File: src/sv/sspr_pkg.sv
// ----------------------------------------------------------------------------
// sspr_pkg
// Shared codes, constants and types of the servo status packet receiver.
// ----------------------------------------------------------------------------
`default_nettype none

package sspr_pkg;

  localparam logic [1:0] OP_ARM  = 2'd0;
  localparam logic [1:0] OP_BYTE = 2'd1;
  localparam logic [1:0] OP_TICK = 2'd2;

  localparam logic [1:0] ST_OK      = 2'd0;
  localparam logic [1:0] ST_TIMEOUT = 2'd1;
  localparam logic [1:0] ST_CORRUPT = 2'd2;

  localparam logic [7:0]  HDR_BYTE    = 8'hFF;
  localparam logic [15:0] TIMEOUT_RST = 16'd2000;

  localparam int GOT_W      = 8;
  localparam int OUT_DATA_W = 32;

  typedef struct packed {
    logic             fin;
    logic [GOT_W-1:0] got;
    logic [1:0]       status;
    logic [6:0]       flags;
    logic [7:0]       pcount;
  } fin_req_t;

endpackage

`default_nettype wire

File: src/sv/sspr_param_ram.sv
// ----------------------------------------------------------------------------
// sspr_param_ram
// Parameter byte store: one write port, one registered read port.
// ----------------------------------------------------------------------------
`default_nettype none

module sspr_param_ram #(
  parameter int DEPTH = 16,
  parameter int AW    = 4
) (
  input  wire logic          clk,
  input  wire logic          we,
  input  wire logic [AW-1:0] waddr,
  input  wire logic [7:0]    wdata,
  input  wire logic          re,
  input  wire logic [AW-1:0] raddr,
  output logic      [7:0]    rdata
);

  logic [7:0] mem [DEPTH];

  always_ff @(posedge clk) begin
    if (we) begin
      mem[waddr] <= wdata;
    end
  end

  always_ff @(posedge clk) begin
    if (re) begin
      rdata <= mem[raddr];
    end
  end

endmodule

`default_nettype wire

File: src/sv/sspr_parser.sv
// ----------------------------------------------------------------------------
// sspr_parser
// Packet state: header hunt, field capture, checksum and idle timeout.
// ----------------------------------------------------------------------------
`default_nettype none

module sspr_parser #(
  parameter int MAX_PARAMS = 16,
  parameter int AW         = 4
) (
  input  wire logic              clk,
  input  wire logic              rst,
  input  wire logic              accept,
  input  wire logic [1:0]        opcode,
  input  wire logic [7:0]        rx_byte,
  input  wire logic              cfg_wen,
  input  wire logic [15:0]       cfg_wdata,
  output logic                   mem_we,
  output logic      [AW-1:0]     mem_waddr,
  output logic      [7:0]        mem_wdata,
  output sspr_pkg::fin_req_t     fin_req
);

  import sspr_pkg::*;

  logic        armed, armed_next;
  logic [8:0]  bpos, bpos_next;
  logic        hdr_found, hdr_found_next;
  logic [7:0]  len_byte, len_byte_next;
  logic [7:0]  err_byte, err_byte_next;
  logic [7:0]  sum_acc, sum_acc_next;
  logic [15:0] idle_cnt, idle_cnt_next;
  logic [15:0] idle_timeout;

  logic [8:0]  k, pidx, fin_k, gk, got9;
  logic [15:0] idle_inc;
  logic        do_fin;
  logic [1:0]  fin_st;
  logic [6:0]  fin_fl;

  always_comb begin
    armed_next     = armed;
    bpos_next      = bpos;
    hdr_found_next = hdr_found;
    len_byte_next  = len_byte;
    err_byte_next  = err_byte;
    sum_acc_next   = sum_acc;
    idle_cnt_next  = idle_cnt;
    mem_we         = 1'b0;
    do_fin         = 1'b0;
    fin_k          = 9'd0;
    fin_st         = ST_OK;
    fin_fl         = 7'd0;
    k              = bpos - 9'd2;
    pidx           = k - 9'd3;
    idle_inc       = (idle_cnt != 16'hFFFF) ? idle_cnt + 16'd1 : idle_cnt;

    if (accept) begin
      priority if (opcode == OP_ARM) begin
        armed_next     = 1'b1;
        bpos_next      = 9'd0;
        hdr_found_next = 1'b0;
        len_byte_next  = 8'd0;
        err_byte_next  = 8'd0;
        sum_acc_next   = 8'd0;
        idle_cnt_next  = 16'd0;
      end else if (armed && opcode == OP_TICK) begin
        idle_cnt_next = idle_inc;
        if (idle_inc >= idle_timeout) begin
          do_fin = 1'b1;
          fin_st = hdr_found ? ST_CORRUPT : ST_TIMEOUT;
          fin_k  = hdr_found ? k : 9'd0;
        end
      end else if (armed && opcode == OP_BYTE) begin
        idle_cnt_next = 16'd0;
        if (bpos < 9'd2) begin
          bpos_next = (rx_byte == HDR_BYTE) ? bpos + 9'd1 : 9'd0;
        end else begin
          hdr_found_next = 1'b1;
          priority if (k == 9'd1) begin
            len_byte_next = rx_byte;
            if (rx_byte < 8'd2) begin
              do_fin = 1'b1;
              fin_st = ST_CORRUPT;
              fin_k  = 9'd2;
            end
          end else if (k >= 9'd2 && k == {1'b0, len_byte} + 9'd1) begin
            do_fin = 1'b1;
            fin_k  = k;
            if (rx_byte == ~sum_acc) begin
              fin_st = ST_OK;
              fin_fl = err_byte[6:0];
            end else begin
              fin_st = ST_CORRUPT;
            end
          end else if (k == 9'd2) begin
            err_byte_next = rx_byte;
          end else if (k >= 9'd3) begin
            mem_we = (pidx < 9'(MAX_PARAMS));
          end else begin
            // id byte: summed only
          end
          if (!do_fin) begin
            sum_acc_next = sum_acc + rx_byte;
            bpos_next    = bpos + 9'd1;
          end
        end
      end else begin
        // disarmed or unused opcode
      end
      if (do_fin) begin
        armed_next = 1'b0;
      end
    end
  end

  assign mem_waddr = pidx[AW-1:0];
  assign mem_wdata = rx_byte;

  assign gk   = fin_k - 9'd3;
  assign got9 = (fin_k > 9'd3) ? ((gk > 9'(MAX_PARAMS)) ? 9'(MAX_PARAMS) : gk) : 9'd0;

  always_comb begin
    fin_req.fin    = do_fin;
    fin_req.got    = GOT_W'(got9);
    fin_req.status = fin_st;
    fin_req.flags  = fin_fl;
    fin_req.pcount = (fin_k > 9'd1 && len_byte >= 8'd2) ? len_byte - 8'd2 : 8'd0;
  end

  always_ff @(posedge clk) begin
    if (rst) begin
      armed        <= 1'b0;
      bpos         <= 9'd0;
      hdr_found    <= 1'b0;
      len_byte     <= 8'd0;
      err_byte     <= 8'd0;
      sum_acc      <= 8'd0;
      idle_cnt     <= 16'd0;
      idle_timeout <= TIMEOUT_RST;
    end else begin
      armed     <= armed_next;
      bpos      <= bpos_next;
      hdr_found <= hdr_found_next;
      len_byte  <= len_byte_next;
      err_byte  <= err_byte_next;
      sum_acc   <= sum_acc_next;
      idle_cnt  <= idle_cnt_next;
      if (cfg_wen) begin
        idle_timeout <= cfg_wdata;
      end
    end
  end

endmodule

`default_nettype wire

File: src/sv/sspr_emitter.sv
// ----------------------------------------------------------------------------
// sspr_emitter
// Walks the stored parameters out of the store, then sends the status beat.
// ----------------------------------------------------------------------------
`default_nettype none

module sspr_emitter #(
  parameter int AW = 4
) (
  input  wire logic                            clk,
  input  wire logic                            rst,
  input  wire logic                            accept,
  input  wire sspr_pkg::fin_req_t              fin_req,
  output logic                                 s_tready,
  output logic                                 rd_en,
  output logic      [AW-1:0]                   rd_addr,
  input  wire logic [7:0]                      rd_data,
  output logic                                 m_tvalid,
  input  wire logic                            m_tready,
  output logic      [sspr_pkg::OUT_DATA_W-1:0] m_tdata,
  output logic      [0:0]                      m_tuser,
  output logic                                 m_tlast
);

  import sspr_pkg::*;

  typedef enum logic [4:0] {
    S_IDLE  = 5'b00001,
    S_READ  = 5'b00010,
    S_LOAD  = 5'b00100,
    S_PSEND = 5'b01000,
    S_LAST  = 5'b10000
  } emit_state_t;

  emit_state_t      state;
  logic [AW-1:0]    idx;
  logic [GOT_W-1:0] got;
  logic [1:0]       st_r;
  logic [6:0]       fl_r;
  logic             o_isp, o_last;
  logic [3:0]       o_idx;
  logic [7:0]       o_byte, o_pc;
  logic [1:0]       o_status;
  logic [6:0]       o_flags;

  always_ff @(posedge clk) begin
    if (rst) begin
      state <= S_IDLE;
    end else begin
      unique case (state)
        S_IDLE: begin
          if (accept && fin_req.fin) begin
            got  <= fin_req.got;
            st_r <= fin_req.status;
            fl_r <= fin_req.flags;
            o_pc <= fin_req.pcount;
            idx  <= '0;
            if (fin_req.got == '0) begin
              o_isp    <= 1'b0;
              o_idx    <= 4'd0;
              o_byte   <= 8'd0;
              o_status <= fin_req.status;
              o_flags  <= fin_req.flags;
              o_last   <= 1'b1;
              state    <= S_LAST;
            end else begin
              state <= S_READ;
            end
          end
        end
        S_READ: begin
          state <= S_LOAD;
        end
        S_LOAD: begin
          o_isp    <= 1'b1;
          o_idx    <= 4'(idx);
          o_byte   <= rd_data;
          o_status <= ST_OK;
          o_flags  <= 7'd0;
          o_last   <= 1'b0;
          state    <= S_PSEND;
        end
        S_PSEND: begin
          if (m_tready) begin
            if (GOT_W'(idx) + GOT_W'(1) == got) begin
              o_isp    <= 1'b0;
              o_idx    <= 4'd0;
              o_byte   <= 8'd0;
              o_status <= st_r;
              o_flags  <= fl_r;
              o_last   <= 1'b1;
              state    <= S_LAST;
            end else begin
              idx   <= idx + 1'b1;
              state <= S_READ;
            end
          end
        end
        S_LAST: begin
          if (m_tready) begin
            state <= S_IDLE;
          end
        end
        default: begin
          state <= S_IDLE;
        end
      endcase
    end
  end

  assign s_tready = (state == S_IDLE);
  assign rd_en    = (state == S_READ);
  assign rd_addr  = idx;
  assign m_tvalid = (state == S_PSEND) || (state == S_LAST);
  assign m_tuser  = o_isp;
  assign m_tlast  = o_last;
  assign m_tdata  = {3'd0, o_pc, o_flags, o_status, o_byte, o_idx};

endmodule

`default_nettype wire

File: src/sv/servo_status_packet_receiver.sv
// ----------------------------------------------------------------------------
// servo_status_packet_receiver
// Servo status packet receiver: header match, field capture, checksum check,
// idle timeout, and a run of parameter beats closed by one status beat.
// ----------------------------------------------------------------------------
// Input stream: s_tuser carries the opcode (arm, byte, tick), s_tdata the
// received byte.
// Output stream: one beat per stored parameter (m_tuser = 1), then one status
// beat (m_tuser = 0, m_tlast = 1) with status, error flags and the announced
// parameter count.
// A beat that ends the packet (checksum, short length or timeout) drops
// s_tready until the run has been delivered. With no stored parameters the
// status beat appears on the cycle after that beat; otherwise each parameter
// is read from the store, loaded into the output register and sent, and the
// status beat follows the last one. Any other input beat leaves s_tready high.
// m_tready low holds the current output beat; the input stays stalled.
// Reset: disarmed, idle timeout 2000 ticks, no run pending, s_tready high.
// cfg_wen/cfg_wdata write the idle timeout register.
// ----------------------------------------------------------------------------
`default_nettype none

module servo_status_packet_receiver #(
  parameter int MAX_PARAMS = 16
) (
  input  wire logic                            clk,
  input  wire logic                            rst,
  input  wire logic                            s_tvalid,
  output logic                                 s_tready,
  input  wire logic [7:0]                      s_tdata,  // rx_byte
  input  wire logic [1:0]                      s_tuser,  // opcode
  output logic                                 m_tvalid,
  input  wire logic                            m_tready,
  // param_index[3:0], param_byte[11:4], status[13:12], error_flags[20:14],
  // param_count[28:21], zero[31:29]
  output logic      [sspr_pkg::OUT_DATA_W-1:0] m_tdata,
  output logic      [0:0]                      m_tuser,  // is_param
  output logic                                 m_tlast,
  input  wire logic                            cfg_wen,
  input  wire logic [15:0]                     cfg_wdata
);

  import sspr_pkg::*;

  localparam int AW = (MAX_PARAMS > 1) ? $clog2(MAX_PARAMS) : 1;

  logic          accept;
  logic          mem_we, rd_en;
  logic [AW-1:0] mem_waddr, rd_addr;
  logic [7:0]    mem_wdata, rd_data;
  fin_req_t      fin_req;

  assign accept = s_tvalid && s_tready;

  sspr_parser #(
    .MAX_PARAMS(MAX_PARAMS),
    .AW        (AW)
  ) u_parser (
    .clk      (clk),
    .rst      (rst),
    .accept   (accept),
    .opcode   (s_tuser),
    .rx_byte  (s_tdata),
    .cfg_wen  (cfg_wen),
    .cfg_wdata(cfg_wdata),
    .mem_we   (mem_we),
    .mem_waddr(mem_waddr),
    .mem_wdata(mem_wdata),
    .fin_req  (fin_req)
  );

  sspr_param_ram #(
    .DEPTH(MAX_PARAMS),
    .AW   (AW)
  ) u_ram (
    .clk  (clk),
    .we   (mem_we),
    .waddr(mem_waddr),
    .wdata(mem_wdata),
    .re   (rd_en),
    .raddr(rd_addr),
    .rdata(rd_data)
  );

  sspr_emitter #(
    .AW(AW)
  ) u_emitter (
    .clk     (clk),
    .rst     (rst),
    .accept  (accept),
    .fin_req (fin_req),
    .s_tready(s_tready),
    .rd_en   (rd_en),
    .rd_addr (rd_addr),
    .rd_data (rd_data),
    .m_tvalid(m_tvalid),
    .m_tready(m_tready),
    .m_tdata (m_tdata),
    .m_tuser (m_tuser),
    .m_tlast (m_tlast)
  );

endmodule

`default_nettype wire

File: config.mk
export PLATFORM = sky130hd
export DESIGN_NAME = servo_status_packet_receiver
export DESIGN_NICKNAME = d
export VERILOG_FILES = /design/src/sv/sspr_pkg.sv /design/src/sv/sspr_param_ram.sv /design/src/sv/sspr_parser.sv /design/src/sv/sspr_emitter.sv /design/src/sv/servo_status_packet_receiver.sv
export SDC_FILE = /design/constraint.sdc
export NUM_CORES = 1
export LEC_CHECK = 0
export ABC_AREA = 0
export BUFFER_PORTS_ARGS = -buffer_cell sky130_fd_sc_hd__buf_2
export CORE_MARGIN = 1.5
export CORE_UTILIZATION = 55
export CTS_CLUSTER_DIAMETER = 80
export DETAILED_ROUTE_END_ITERATION = 6
export HOLD_SLACK_MARGIN = 0.12
export PLACE_DENSITY = 0.73
export SETUP_SLACK_MARGIN = 0.05
export SYNTH_ARGS = -nofsm -noshare
export SYNTH_HDL_FRONTEND = slang
export SYNTH_SLANG_ARGS = --single-unit
File: constraint.sdc
create_clock -name clk -period 9.2 [get_ports clk]
set_input_delay 1.38 -clock clk [delete_from_list [all_inputs] [get_ports clk]]
set_output_delay 1.38 -clock clk [all_outputs]
set_load 0.005 [all_outputs]
======== Word level (Yosys, flattened, before mapping) ========
Memories as Yosys holds them, arrays and structs flattened. A register that Yosys moved wholly into a read port is not among the register bits.
Index checks and enable logic that the tools add are counted.
storage, ports and cells
  memories ................................ 1
  register bits ........................... 123
  output and inout bits ................... 36
  word-level logic and storage cells ...... 226
  bits in writable memories ............... 128
operators by class
  $add $sub $neg .......................... 10
  mux-type cells .......................... 130
  bitwise logic cells ..................... 2
  $lt $le $gt $ge ......................... 10
  reductions and logical operators ........ 27
  equality and inequality tests ........... 26
memory list
  memory     words  bits a word  rd ports  clocked after Yosys merged registers in  write ports  line                  RTL
  u_ram.mem  16     8            1         1                                        1            sspr_param_ram.sv:20  logic [7:0] mem [DEPTH];
operator list
  cell                                                  number
  2-to-1 mux 9 bit                                      15
  2-to-1 mux 7 bit                                      19
  2-to-1 mux 8 bit                                      16
  2-to-1 mux 16 bit                                     4
  2-to-1 mux 1 bit                                      40
  2-to-1 mux 2 bit                                      16
  2-to-1 mux 4 bit                                      7
  subtractor 9 x 2 -> 9 bit (second input constant)     3
  2-to-1 mux 5 bit                                      5
  case mux 5 bit (5 select lines)                       1
  case mux 8 bit (3 select lines)                       1
  case mux 7 bit (3 select lines)                       1
  >= comparator 9 x 2 -> 1 bit (second input constant)  2
  adder 16 x 1 -> 16 bit (second input constant)        1
  equality test 8 bit                                   2
  >= comparator 16 bit                                  1
  != test 16 bit (second input constant)                1
  != test 2 x 1 -> 1 bit (second input constant)        8
  AND reduction 5 bit                                   3
  case mux 4 bit (3 select lines)                       1
  nonzero test 2 bit                                    5
  adder 8 x 1 -> 9 bit (second input constant)          1
  adder 9 x 1 -> 9 bit (second input constant)          1
  equality test 9 x 1 -> 1 bit (second input constant)  1
  other kinds (38)                                      50

======== Longest topological paths before layout ========
Gate-level depths: netlist of the first run.
  depth in word-level cells ............... 19
  gate-level depth with buffers ........... 27
  mapped depth without buffers ............ 24

======== By module ========
From an unflattened synthesis of the first run, not the netlist that was laid out.
unflattened totals
  cell total of the unflattened synthesis .. 1072
  area, all modules ....................... 12772.2 um^2
modules (own cells, without submodules)
  module                        area each (um^2)  sequential area each (um^2)  cells an instance  instances
  sspr_parser                   5270.1            1321.3                       693                1
  sspr_param_ram                5227.5            4083.9                       229                1
  sspr_emitter                  2268.4            1661.6                       149                1
  servo_status_packet_receiver  6.3               0.0                          1                  1

======== Least setup slack after synthesis of the first run ========
OpenSTA, ideal clock, no wires.
  path kind ............................... register -> register
  from .................................... register u_parser.idle_cnt[6]
  to ...................................... register u_emitter.o_last (netlist: u_emitter.m_tlast) (enable)
  cell stages (with the launch flop) ...... 28
  library setup time ...................... 0.418 ns
  setup slack ............................. 1.940 ns
  period minus slack after synthesis ...... 7.260 ns
  buffers on the path ..................... 3
  arrival time ............................ 6.842 ns
  required time ........................... 8.782 ns
  cells stage by stage .................... dfxtp_1 > clkbuf_1 > and4_1 > nand3_1 > or3_1 > or3_1 > clkbuf_1 > nand2b_1 > nor2_1 > and3_1 > xor2_1 > ha_1 > o2111ai_1 > a311oi_1 > nor2_1 > a21oi_1 > nand3_1 > nand2_1 > a21boi_0 > inv_1 > ha_1 > clkbuf_1 > nor3_1 > a2111oi_0 > o311ai_0 > a2111o_1 > o41a_1 > nor4_2
on the way
  longest elaborated chain between the ends .. 14
  elaborated cells between the ends (all ways) .. 23
  classes of those cells .................. add/sub (2); order compare (3); eq/ne (3); mux (12); reduce/logical (3)
RTL lines
  what                                                      line                RTL
  from (decl)                                               sspr_parser.sv:32   logic [15:0] idle_cnt, idle_cnt_next;
  from (signal assigned)                                    sspr_parser.sv:148  idle_cnt <= idle_cnt_next;
  adder 16 x 1 -> 16 bit or != test 16 bit (tied branches)  sspr_parser.sv:56   idle_inc = (idle_cnt != 16'hFFFF) ? idle_cnt + 16'd1 : idle_cnt;
  2-to-1 mux 16 bit (*)                                     sspr_parser.sv:56
  >= comparator 16 bit (*)                                  sspr_parser.sv:69   if (idle_inc >= idle_timeout) begin
  2-to-1 mux 9 bit                                          sspr_parser.sv:69
  2-to-1 mux 9 bit                                          sspr_parser.sv:67   end else if (armed && opcode == OP_TICK) begin
  2-to-1 mux 9 bit                                          sspr_parser.sv:59   priority if (opcode == OP_ARM) begin
  2-to-1 mux 9 bit                                          sspr_parser.sv:58   if (accept) begin
  subtractor 9 x 2 -> 9 bit                                 sspr_parser.sv:120  assign gk = fin_k - 9'd3;
  greater-than comparator 9 x 5 -> 1 bit                    sspr_parser.sv:121  assign got9 = (fin_k > 9'd3) ? ((gk > 9'(MAX_PARAMS)) ? 9'(MAX_PARAMS) : gk) : 9'd0;
  2-to-1 mux 8 bit (2 in series)                            sspr_parser.sv:121
  logical NOT 8 bit                                         sspr_emitter.sv:58  if (fin_req.got == '0) begin
  != test 2 x 1 -> 1 bit (no source line)                   --
  AND reduction 6 bit (no source line) (*)                  --
  to (signal assigned)                                      sspr_emitter.sv:64  o_last <= 1'b1;
  to (signal assigned)                                      sspr_emitter.sv:80  o_last <= 1'b0;
  to (signal assigned)                                      sspr_emitter.sv:91  o_last <= 1'b1;
  to (decl)                                                 sspr_emitter.sv:40  logic o_isp, o_last;
Mark *: on every way between the ends. The rest lies on a longest branch, timed or not. The select of a mux whose other input is x is not followed.
A chain may end at the register's enable or synchronous reset.

======== Final worst setup path of the first run ========
  from .................................... register u_parser.idle_cnt[6]
  to ...................................... register u_emitter.o_idx[0] (enable)
on the way
  longest elaborated chain between the ends .. 14
  elaborated cells between the ends (all ways) .. 23
  classes of those cells .................. add/sub (2); order compare (3); eq/ne (3); mux (12); reduce/logical (3)
RTL lines
  what                                                      line                RTL
  adder 16 x 1 -> 16 bit or != test 16 bit (tied branches)  sspr_parser.sv:56
  2-to-1 mux 16 bit (*)                                     sspr_parser.sv:56
  >= comparator 16 bit (*)                                  sspr_parser.sv:69
  2-to-1 mux 9 bit                                          sspr_parser.sv:69
  2-to-1 mux 9 bit                                          sspr_parser.sv:67
  2-to-1 mux 9 bit                                          sspr_parser.sv:59
  2-to-1 mux 9 bit                                          sspr_parser.sv:58
  subtractor 9 x 2 -> 9 bit                                 sspr_parser.sv:120
  greater-than comparator 9 x 5 -> 1 bit                    sspr_parser.sv:121
  2-to-1 mux 8 bit (2 in series)                            sspr_parser.sv:121
  logical NOT 8 bit                                         sspr_emitter.sv:58
  != test 2 x 1 -> 1 bit (no source line)                   --
  AND reduction 6 bit (no source line) (*)                  --
  to (signal assigned)                                      sspr_emitter.sv:76  o_idx <= 4'(idx);
  to (decl)                                                 sspr_emitter.sv:41  logic [3:0] o_idx;
Marks and branches as above.

==> flow_summary.json, run 1 <==
{
  "status": "finished clean",
  "diodes": 0,
  "vias": 8641,
  "synth_seq_cells": 259,
  "p_per_area_mw_per_mm2": 172.3,
  "end_kind": "flip-flop",
  "dominantRegCellSynth": "edfxtp_1",
  "rsz0062_at_grt": "no",
  "dpl.cell_count": 1406,
  "synth_xor_area_share_pct": 4.197,
  "row_count": 55,
  "grt_pass1_vias": 8176,
  "cts_root_buf": "clkbuf_16",
  "irDropWorstVdd_uv": 127.8,
  "overflow": 0,
  "worstPathMaxFanout": 14,
  "core_area_mm2": 0.02264,
  "drt_iter0_markers": 656,
  "synth_top_family_by_area": "simple AND/OR/NAND/NOR gates",
  "ys_types": 77,
  "slew_headroom_pct": 19.82,
  "track_usage_pct": 23.20,
  "synth_warnings": 0,
  "ctsHoldBuffers": 0,
  "cp.arrival_ns": 7.52,
  "synth_area_mm2": 0.01267,
  "yosys-mux-area-fraction_pct": 7.643,
  "ctsHtreeMaxLevel": 1,
  "die_w_um": 154.8,
  "reg2reg_slack_ns": 1.91,
  "drt-pass1-iter-count": 5,
  "holdCritPathClass": "reg -> reg",
  "cts_setup_buffers": 0,
  "area_growth_pct": 11.11,
  "start_kind": "flip-flop",
  "fin_crit_sh_pct": 79.28,
  "min_period_ns": 7.294,
  "crit_type": "reg -> reg",
  "drive_gt1_share_pct": 13.15,
  "final_cell_area_mm2": 0.01408,
  "clkTransAtPathRegs_ns": 0.06,
  "clock_latency_ns": 0.54,
  "antenna_found_initial": 1,
  "yosys.area.top_type": "edfxtp_1",
  "start_util_pct": 55.97,
  "max_freq_ghz": 0.1371,
  "cts_resized": 0,
  "cp.required_ns": 9.42,
  "port_buffers": 63,
  "yosys.area.top_type_share_pct": 44.55,
  "wl_per_cell_um": 19.20,
  "synthSimpleGateAreaFrac_pct": 14.43,
  "drv_slew": 0,
  "place_congestion": 0.9161,
  "placed_area_mm2": 0.01316,
  "total_power_uw": 2426,
  "cap_violations": 0,
  "clkSinkCount": 259,
  "drt-total-wl_um": 27950,
  "io_pins": 67,
  "finClkSkew_ns": 0.02242,
  "synth_cells": 1108,
  "drtAntennaViolNets": 0,
  "synth.avg_cell_area_um2": 11.44,
  "numCtsBuffers": 27,
  "grt_max_degree": 57,
  "cts_tree": "built",
  "nets": 1225,
  "synth-adder-area-share_pct": 4.404,
  "synth-compound-area-share_pct": 10.46,
  "routed_via_density": 5.935,
  "total_leakage_power_uw": 0.005412,
  "synth_edf_count": 188,
  "fin_ws_ns": 1.906,
  "drc": 0,
  "setup_viol": 0,
  "async_flop_share_pct": 0,
  "die_area_mm2": 0.02396,
  "finalHoldViolCount": 0,
  "tns_ns": 0,
  "grt_pass1_wl_um": 43410,
  "clk_path_buf_depth": 3,
  "instances_no_fill": 1456,
  "pre_cts_ws_ns": 1.966,
  "die_h_um": 154.8,
  "worst_slew_pin_slew_ns": 1.194,
  "netlist_top_cells_area": "edfxtp_1 (45%), dfxtp_1 (11%), mux2i_1 (4.3%)",
  "yosysSeqAreaShare_pct": 55.77,
  "dpl.hpwl_um": 18460
}
[worst max-delay path: stages, from the launching register on]
cell       delay (ns)
dfxtp_1          0.44
and4_1           0.28
nand3_1          0.12
or3_1            0.37
or3_1            0.51
nand2b_1         0.23
nor2_1           0.12
and3_1           0.23
xor2_1           0.15
ha_1             0.33
o2111ai_1        0.13
a311oi_1         0.29
nor2_1           0.06
a21oi_1          0.30
nand3_1          0.17
nand2_1          0.18
a21boi_0         0.17
inv_1            0.13
ha_1             0.33
nor3_1           0.10
a2111oi_0        0.32
o311ai_0         0.19
a2111o_1         0.36
o41a_1           0.49
nor4_4           0.63
buf_4            0.34
[synth_stat cells (8+ instances only)]
library cell  number
o211ai_1           8
ha_1              43
a22oi_1           16
edfxtp_1         188
mux4_2            16
inv_1             35
nor2_1           122
nor4_1             9
o21a_1            10
xor2_1            19
a21oi_1           53
mux2i_1           54
a221oi_1           8
a21o_1            18
clkbuf_1          48
dfxtp_1           71
nor3_1            33
nand4_1           13
and2_1            31
xnor2_1           38
o21ai_0           36
nand2_1           78
nand3_1           19
or3_1             16
[worst paths after layout]
check	startpoint	end	cells past startpoint
worst max-delay path	u_parser.idle_cnt[6]$_SDFFE_PP0P_	u_emitter.o_idx[0]$_SDFFCE_PN0P_	25
worst min-delay path	u_parser.err_byte[5]$_SDFFE_PP0P_	u_parser.err_byte[5]$_SDFFE_PP0P_	2
worst max register to register	u_parser.idle_cnt[6]$_SDFFE_PP0P_	u_emitter.o_idx[0]$_SDFFCE_PN0P_	25
worst min register to register	u_parser.err_byte[5]$_SDFFE_PP0P_	u_parser.err_byte[5]$_SDFFE_PP0P_	2
[per-stage QoR]
step | hold slack [ns] | utilization (%)
2_1_floorplan | 0.4554 | -
5_1_grt | 0.5151 | 62.18
3_5_place_dp | 0.4784 | 58.13
6_report | 0.4850 | 62.18
3_3_place_gp | 0.4710 | 58.13
4_1_cts | 0.4919 | 62.16
[cells by family (layout without fill, tap and decap cells)]
group,Yosys count,count (layout)
DFF,259,259
buffers and inverters,97,155
adders and majority gates,44,44
other,1,6
and+or+nand+nor,372,372
xor gates and xnor gates,59,59
muxes,76,76
AOI/OAI and AO/OA,200,200
[cell type report]
class | count | area, um2
Fill cell | 1738 | 8562
Sequential cell | 259 | 7067
Multi-Input combinational cell | 757 | 5248
Clock buffer | 45 | 858.3
Timing Repair Buffer | 69 | 360.3
Tap cell | 285 | 356.6
Inverter | 36 | 135.1
Clock inverter | 5 | 53.80
[placed cells by master (no fill, tap or decap), types with 18 or more instances in the layout]
master,netlist,final
and2_1,31,31
inv_1,35,35
nor2_1,122,122
clkbuf_16,0,28
ha_1,43,43
nand2_1,78,78
a21oi_1,53,53
a21o_1,18,18
dfxtp_1,71,71
o21ai_0,36,36
xnor2_1,38,38
mux2i_1,54,54
nand3_1,19,19
xor2_1,19,19
nor3_1,33,33
buf_2,5,63
edfxtp_1,188,188
[report_power, final]
| part | internal, uW | switching [uW] |
|---|---|---|
| combinational | 25.4 | 54.2 |
| sequential | 1250 | 4.97 |
| clock | 661 | 428 |
[flip-flops by register name, indices dropped and copies added (netlist names), 9 cells and up]
name and flops:
u_ram.mem 128, u_parser.idle_timeout 16, u_parser.bpos 9, u_parser.idle_cnt 16
[routing by layer]
metal  track usage (%)  share of wire [%]  vias up  wire length, um
met3             3.306                6.2       71             1729
li1                  -                  -     4141                -
met5                 0              0.036        -               10
met2             38.03                 47      298            13170
met4             8.516                3.1        2              874
met1             31.65                 44     4129            12170
(Power assumes the default switching activity.)
==> run 2, diff against run 1 <==
==> constraint.sdc (replaced) <==
create_clock -name clk -period 7.57 [get_ports clk]
set_input_delay 1.1355 -clock clk [delete_from_list [all_inputs] [get_ports clk]]
set_output_delay 1.1355 -clock clk [all_outputs]
set_load 0.005 [all_outputs]
==> flow_summary.json, run 2 (synthesis results as in run 1) <==
{
  "status": "finished clean",
  "p_comb_share_pct": 3.4,
  "total_leakage_power_uw": 0.005384,
  "drt_iter0_markers": 652,
  "placed_area_mm2": 0.01319,
  "max_freq_ghz": 0.1440,
  "tns_ns": 0,
  "clkSinkCount": 259,
  "worstPathMaxFanout": 14,
  "min_period_ns": 6.947,
  "overflow": 0,
  "use_met3_pct": 3.979,
  "fin_util_pct": 61.97,
  "clock_power_share_pct": 43.2,
  "fin_crit_sh_pct": 91.77,
  "p_per_area_mw_per_mm2": 204.0,
  "finClkSkew_ns": 0.02763,
  "slew_headroom_pct": 20.48,
  "drt-pass1-iter-count": 7,
  "fin_ws_ns": 0.6232,
  "die_h_um": 154.8,
  "cp.arrival_ns": 7.18,
  "layout_commonest_cell": "edfxtp_1",
  "vias": 8694,
  "clk_path_buf_depth": 3,
  "clock_latency_ns": 0.54,
  "met2_usage_pct": 38.10,
  "final_cell_mix": "edfxtp_1 (188), nor2_1 (122), nand2_1 (78)",
  "diodes": 0,
  "num-fill-cells": 1750,
  "die_w_um": 154.8,
  "start_util_pct": 55.97,
  "wl_per_cell_um": 19.29,
  "final_cell_area_mm2": 0.01403,
  "cts_setup_buffers": 0,
  "row_count": 55,
  "track_usage_pct": 23.58,
  "setup_viol": 0,
  "start_kind": "flip-flop",
  "numCtsBuffers": 28,
  "die_area_mm2": 0.02396,
  "rsz0062_at_grt": "no",
  "antenna_found_initial": 1,
  "end_kind": "flip-flop",
  "drt-total-wl_um": 28200,
  "regMostFlops": "u_ram.mem",
  "ctsHtreeMaxLevel": 1,
  "nets": 1230,
  "use_met1_pct": 31.67,
  "finalHoldViolCount": 0,
  "largest_register_ffs": 128,
  "clkTransAtPathRegs_ns": 0.06,
  "drive_gt1_share_pct": 13.17,
  "grt_pass1_vias": 8241,
  "holdCritPathClass": "reg -> reg",
  "cts_tree": "built",
  "grt_max_degree": 57,
  "p_seq_share_pct": 53.4,
  "irDropWorstVdd_uv": 154.7,
  "io_pins": 67,
  "core_area_mm2": 0.02264,
  "crit_type": "reg -> reg",
  "place_congestion": 0.9278,
  "grt_pass1_wl_um": 43940,
  "dpl.hpwl_um": 18790,
  "worst_slew_pin_slew_ns": 1.190,
  "area_growth_pct": 10.72,
  "total_power_uw": 2862,
  "p_sw_share_pct": 21.51,
  "drv_slew": 0,
  "drc": 0,
  "ctsHoldBuffers": 0,
  "grt-busiest-layer": "met2",
  "cp.required_ns": 7.80,
  "port_buffers": 63,
  "cap_violations": 0,
  "pre_cts_ws_ns": 0.8301,
  "cts_root_buf": "clkbuf_16",
  "routed_via_density": 5.947,
  "internal-power_uw": 2246,
  "cts_resized": 0,
  "drtAntennaViolNets": 0,
  "top_regs": "u_ram.mem x128, u_parser.idle_cnt x16, u_parser.idle_timeout x16",
  "p_sw_uw": 615.6
}
## run 2: worst paths after layout
kind	slack, ns	startpoint	depth (start not counted)	endpoint
setup / recovery	0.62	u_parser.idle_cnt[6]$_SDFFE_PP0P_	25	u_emitter.m_tuser$_DFFE_PP_
hold reg to reg	0.49	u_parser.idle_timeout[10]$_SDFFE_PP1P_	2	u_parser.idle_timeout[10]$_SDFFE_PP1P_
setup reg to reg	0.62	u_parser.idle_cnt[6]$_SDFFE_PP0P_	25	u_emitter.m_tuser$_DFFE_PP_
hold / removal	0.49	u_parser.idle_timeout[10]$_SDFFE_PP1P_	2	u_parser.idle_timeout[10]$_SDFFE_PP1P_
## run 2: metrics by stage
stage / hold slack (ns) / cells
after CTS: 0.4918 / 1462
after global routing: 0.5073 / 1462
after global placement: 0.4708 / 1410
after detailed placement: 0.4838 / 1410
final: 0.4890 / 1462
after floorplan: 0.4554 / 1113
## run 2: metal layers
layer	wire length, um	vias to the layer above
li1	-	4163
met1	11970	4101
met2	13130	349
met3	2012	79
met4	1074	2
met5	13	-
## run 2: cell type report
class	count	area, um2	area share [%]
flip-flops and latches	259	7067	50.37
multi-input cells	757	5243	37.37
clock buffers	31	733.2	5.226
repair buffers	73	390.4	2.782
well taps	285	356.6	2.542
inverters	36	135.1	0.9632
clock inverters	21	105.1	0.7491
## run 2: worst max-delay path: stages (launching register included)
cell	delay, ns
dfxtp_1	0.44
and4_1	0.28
nand3_1	0.12
or3_1	0.37
or3_1	0.50
nand2b_1	0.23
nor2_1	0.12
and3_1	0.23
xor2_1	0.15
ha_1	0.33
o2111ai_1	0.11
a311oi_1	0.28
nor2_1	0.07
a21oi_1	0.30
nand3_1	0.17
nand2_1	0.16
a21boi_0	0.17
inv_1	0.13
ha_1	0.34
nor3_1	0.10
a2111oi_0	0.39
o311ai_0	0.22
a2111o_1	0.37
o41a_1	0.48
nor4_4	0.31
buf_4	0.26
## run 2: power by group through the flow
| stage | logic (uW) | registers [uW] | clock network (uW) |
|---|---|---|---|
| final | 97.1 | 1530 | 1240 |
| after global routing | 107 | 1530 | 1320 |
| after CTS | 97.0 | 1530 | 1260 |
| after detailed placement | 96.4 | 1560 | 0 |
| after global placement | 94.6 | 1560 | 0 |
| after floorplan | 59.3 | 1550 | 0 |
==> run 3, diff against run 2 <==
--- a/config.mk
+++ b/config.mk
@@ -6,9 +6,11 @@
 export NUM_CORES = 1
 export LEC_CHECK = 0
 export ABC_AREA = 0
-export BUFFER_PORTS_ARGS = -buffer_cell sky130_fd_sc_hd__buf_2
+export ABC_CLOCK_PERIOD_IN_PS = 7570
+export BUFFER_PORTS_ARGS = -buffer_cell sky130_fd_sc_hd__buf_4
 export CORE_MARGIN = 1.5
 export CORE_UTILIZATION = 55
+export CTS_BUF_LIST = sky130_fd_sc_hd__clkbuf_8
 export CTS_CLUSTER_DIAMETER = 80
 export DETAILED_ROUTE_END_ITERATION = 6
 export HOLD_SLACK_MARGIN = 0.12
==> flow_summary.json, run 3 (synthesis results as in run 1) <==
{
  "overflow": 0,
  "drive_gt1_share_pct": 14.00,
  "ctsHtreeMaxLevel": 2,
  "finClkSkew_ns": 0.02279,
  "area_growth_pct": 11.80,
  "layout_commonest_cell": "edfxtp_1",
  "start_util_pct": 55.97,
  "start_kind": "flip-flop",
  "cp.arrival_ns": 7.06,
  "slew_headroom_pct": 14.78,
  "num-fill-cells": 1763,
  "r2r_cells": 25,
  "worst_slew_pin_slew_ns": 1.276,
  "whs_path_depth": 2,
  "holdCritPathClass": "reg -> reg",
  "drtAntennaViolNets": 0,
  "cts_tree": "built",
  "min_from": "u_parser.err_byte[1]$_SDFFE_PP0P_",
  "ctsHoldBuffers": 0,
  "max_freq_ghz": 0.1466,
  "die_h_um": 154.8,
  "setup_viol": 0,
  "cap_violations": 0,
  "fin_util_pct": 62.57,
  "r2r-start": "u_parser.idle_cnt[6]$_SDFFE_PP0P_",
  "tns_ns": 0,
  "clkTransAtPathRegs_ns": 0.06,
  "place_congestion": 0.8622,
  "status": "finished clean",
  "regMostFlops": "u_ram.mem",
  "clkSinkCount": 259,
  "pre_cts_ws_ns": 0.6580,
  "fin_crit_sh_pct": 90.10,
  "top_regs": "u_ram.mem x128, u_parser.idle_cnt x16, u_parser.idle_timeout x16",
  "die_w_um": 154.8,
  "p_per_area_mw_per_mm2": 197.9,
  "drc": 0,
  "total_leakage_power_uw": 0.005546,
  "final_cell_mix": "edfxtp_1 (188), nor2_1 (122), nand2_1 (78)",
  "grt_pass1_wl_um": 43720,
  "numCtsBuffers": 43,
  "row_count": 55,
  "track_usage_pct": 23.56,
  "fin_ws_ns": 0.7492,
  "cp.required_ns": 7.81,
  "wl_per_cell_um": 18.78,
  "clk_path_buf_depth": 3,
  "r2r-end": "u_emitter.m_tlast$_DFFE_PP_",
  "end_kind": "flip-flop",
  "clock_latency_ns": 0.55,
  "io_pins": 67,
  "largest_register_ffs": 128,
  "drt-total-wl_um": 27900,
  "rsz0062_at_grt": "no",
  "routed_via_density": 5.889,
  "port_buffers": 63,
  "antenna_found_initial": 0,
  "crit_type": "reg -> reg",
  "drt_iter0_markers": 702,
  "vias": 8745,
  "reg2reg_slack_ns": 0.75,
  "irDropWorstVdd_uv": 110.6,
  "drv_slew": 0,
  "grt_max_degree": 57,
  "drt-pass1-iter-count": 5,
  "dpl.hpwl_um": 18550,
  "grt_pass1_vias": 8425,
  "worstHoldEndpoint": "u_parser.err_byte[1]$_SDFFE_PP0P_",
  "die_area_mm2": 0.02396,
  "nets": 1244,
  "finalHoldViolCount": 0,
  "diodes": 0,
  "worstPathMaxFanout": 14,
  "min_period_ns": 6.821,
  "cts_root_buf": "clkbuf_8",
  "core_area_mm2": 0.02264
}
run 3: cell types whose count changed in the layout (fill, tap and decap cells not counted), sizes merged:
cell / change
clkinvlp: -3
clkinv: -10
bufinv: +2
clkbuf: +16
inv: +19
buf: -1
run 3: worst max-delay path by stage:
stage	startpoint	to	cells past startpoint
after detailed placement	u_parser.idle_cnt[6]$_SDFFE_PP0P_	u_emitter.o_idx[2]$_SDFFCE_PN0P_	25
after global routing	u_parser.idle_cnt[6]$_SDFFE_PP0P_	u_emitter.o_byte[7]$_SDFFCE_PN0P_	25
final	u_parser.idle_cnt[6]$_SDFFE_PP0P_	u_emitter.m_tlast$_DFFE_PP_	25
after floorplan	u_parser.idle_cnt[6]$_SDFFE_PP0P_	u_emitter.m_tlast$_DFFE_PP_	27
after global placement	u_parser.idle_cnt[6]$_SDFFE_PP0P_	u_emitter.o_byte[7]$_SDFFCE_PN0P_	25
after CTS	u_parser.idle_cnt[6]$_SDFFE_PP0P_	u_emitter.o_idx[2]$_SDFFCE_PN0P_	25
run 3: power by group:
| group | internal, uW | switching [uW] |
|---|---|---|
| clock network | 638 | 535 |
| logic | 35.4 | 66.9 |
| registers | 1520 | 6.06 |
run 3: layer usage:
layer / vias to the layer above / wire length [um] / global-route usage (%)
li1: 4179 / - / -
met1: 4190 / 11980 / 31.10
met2: 306 / 13310 / 38.55
met3: 70 / 1622 / 3.951
met4: 0 / 977 / 10.39
met5: - / 0 / 0
run 3: final cells by class:
class | instances | area (um2) | area share (%)
sequential | 259 | 7067 | 49.89
multi-input combinational | 757 | 5246 | 37.03
clock buffer | 47 | 646.9 | 4.566
timing repair buffer | 72 | 540.5 | 3.816
tap | 285 | 356.6 | 2.517
clock inverter | 29 | 173.9 | 1.228
inverter | 36 | 135.1 | 0.9539
run 3: metrics by stage:
| step | instances | area, um2 | hold WS (ns) | total power [uW] |
|---|---|---|---|---|
| floorplan | 1113 | 12690 | 0.4554 | 1614 |
| global placement | 1409 | 13340 | 0.4693 | 1656 |
| detailed placement | 1409 | 13340 | 0.4777 | 1658 |
| CTS | 1485 | 14160 | 0.4925 | 2826 |
| global route | 1485 | 14170 | 0.5182 | 2902 |
| finish | 1485 | 14170 | 0.4855 | 2803 |
run 3: worst max-delay path, cell delays in order (launching register included):
cell	delay (ns)
dfxtp_1	0.46
and4_1	0.30
nand3_1	0.13
or3_1	0.36
or3_1	0.51
nand2b_1	0.23
nor2_1	0.12
and3_1	0.23
xor2_1	0.15
ha_1	0.34
o2111ai_1	0.11
a311oi_1	0.28
nor2_1	0.08
a21oi_2	0.22
nand3_1	0.14
nand2_1	0.17
a21boi_0	0.18
inv_1	0.12
ha_1	0.32
nor3_1	0.10
a2111oi_0	0.36
o311ai_0	0.20
a2111o_1	0.36
o41a_1	0.50
nor4_4	0.31
buf_4	0.26
run 3: timing repair:
action / in CTS / in global routing
endpoints found under the setup margin: 0 / 3
setup buffers: 0 / 0
gates resized for setup: 0 / 1
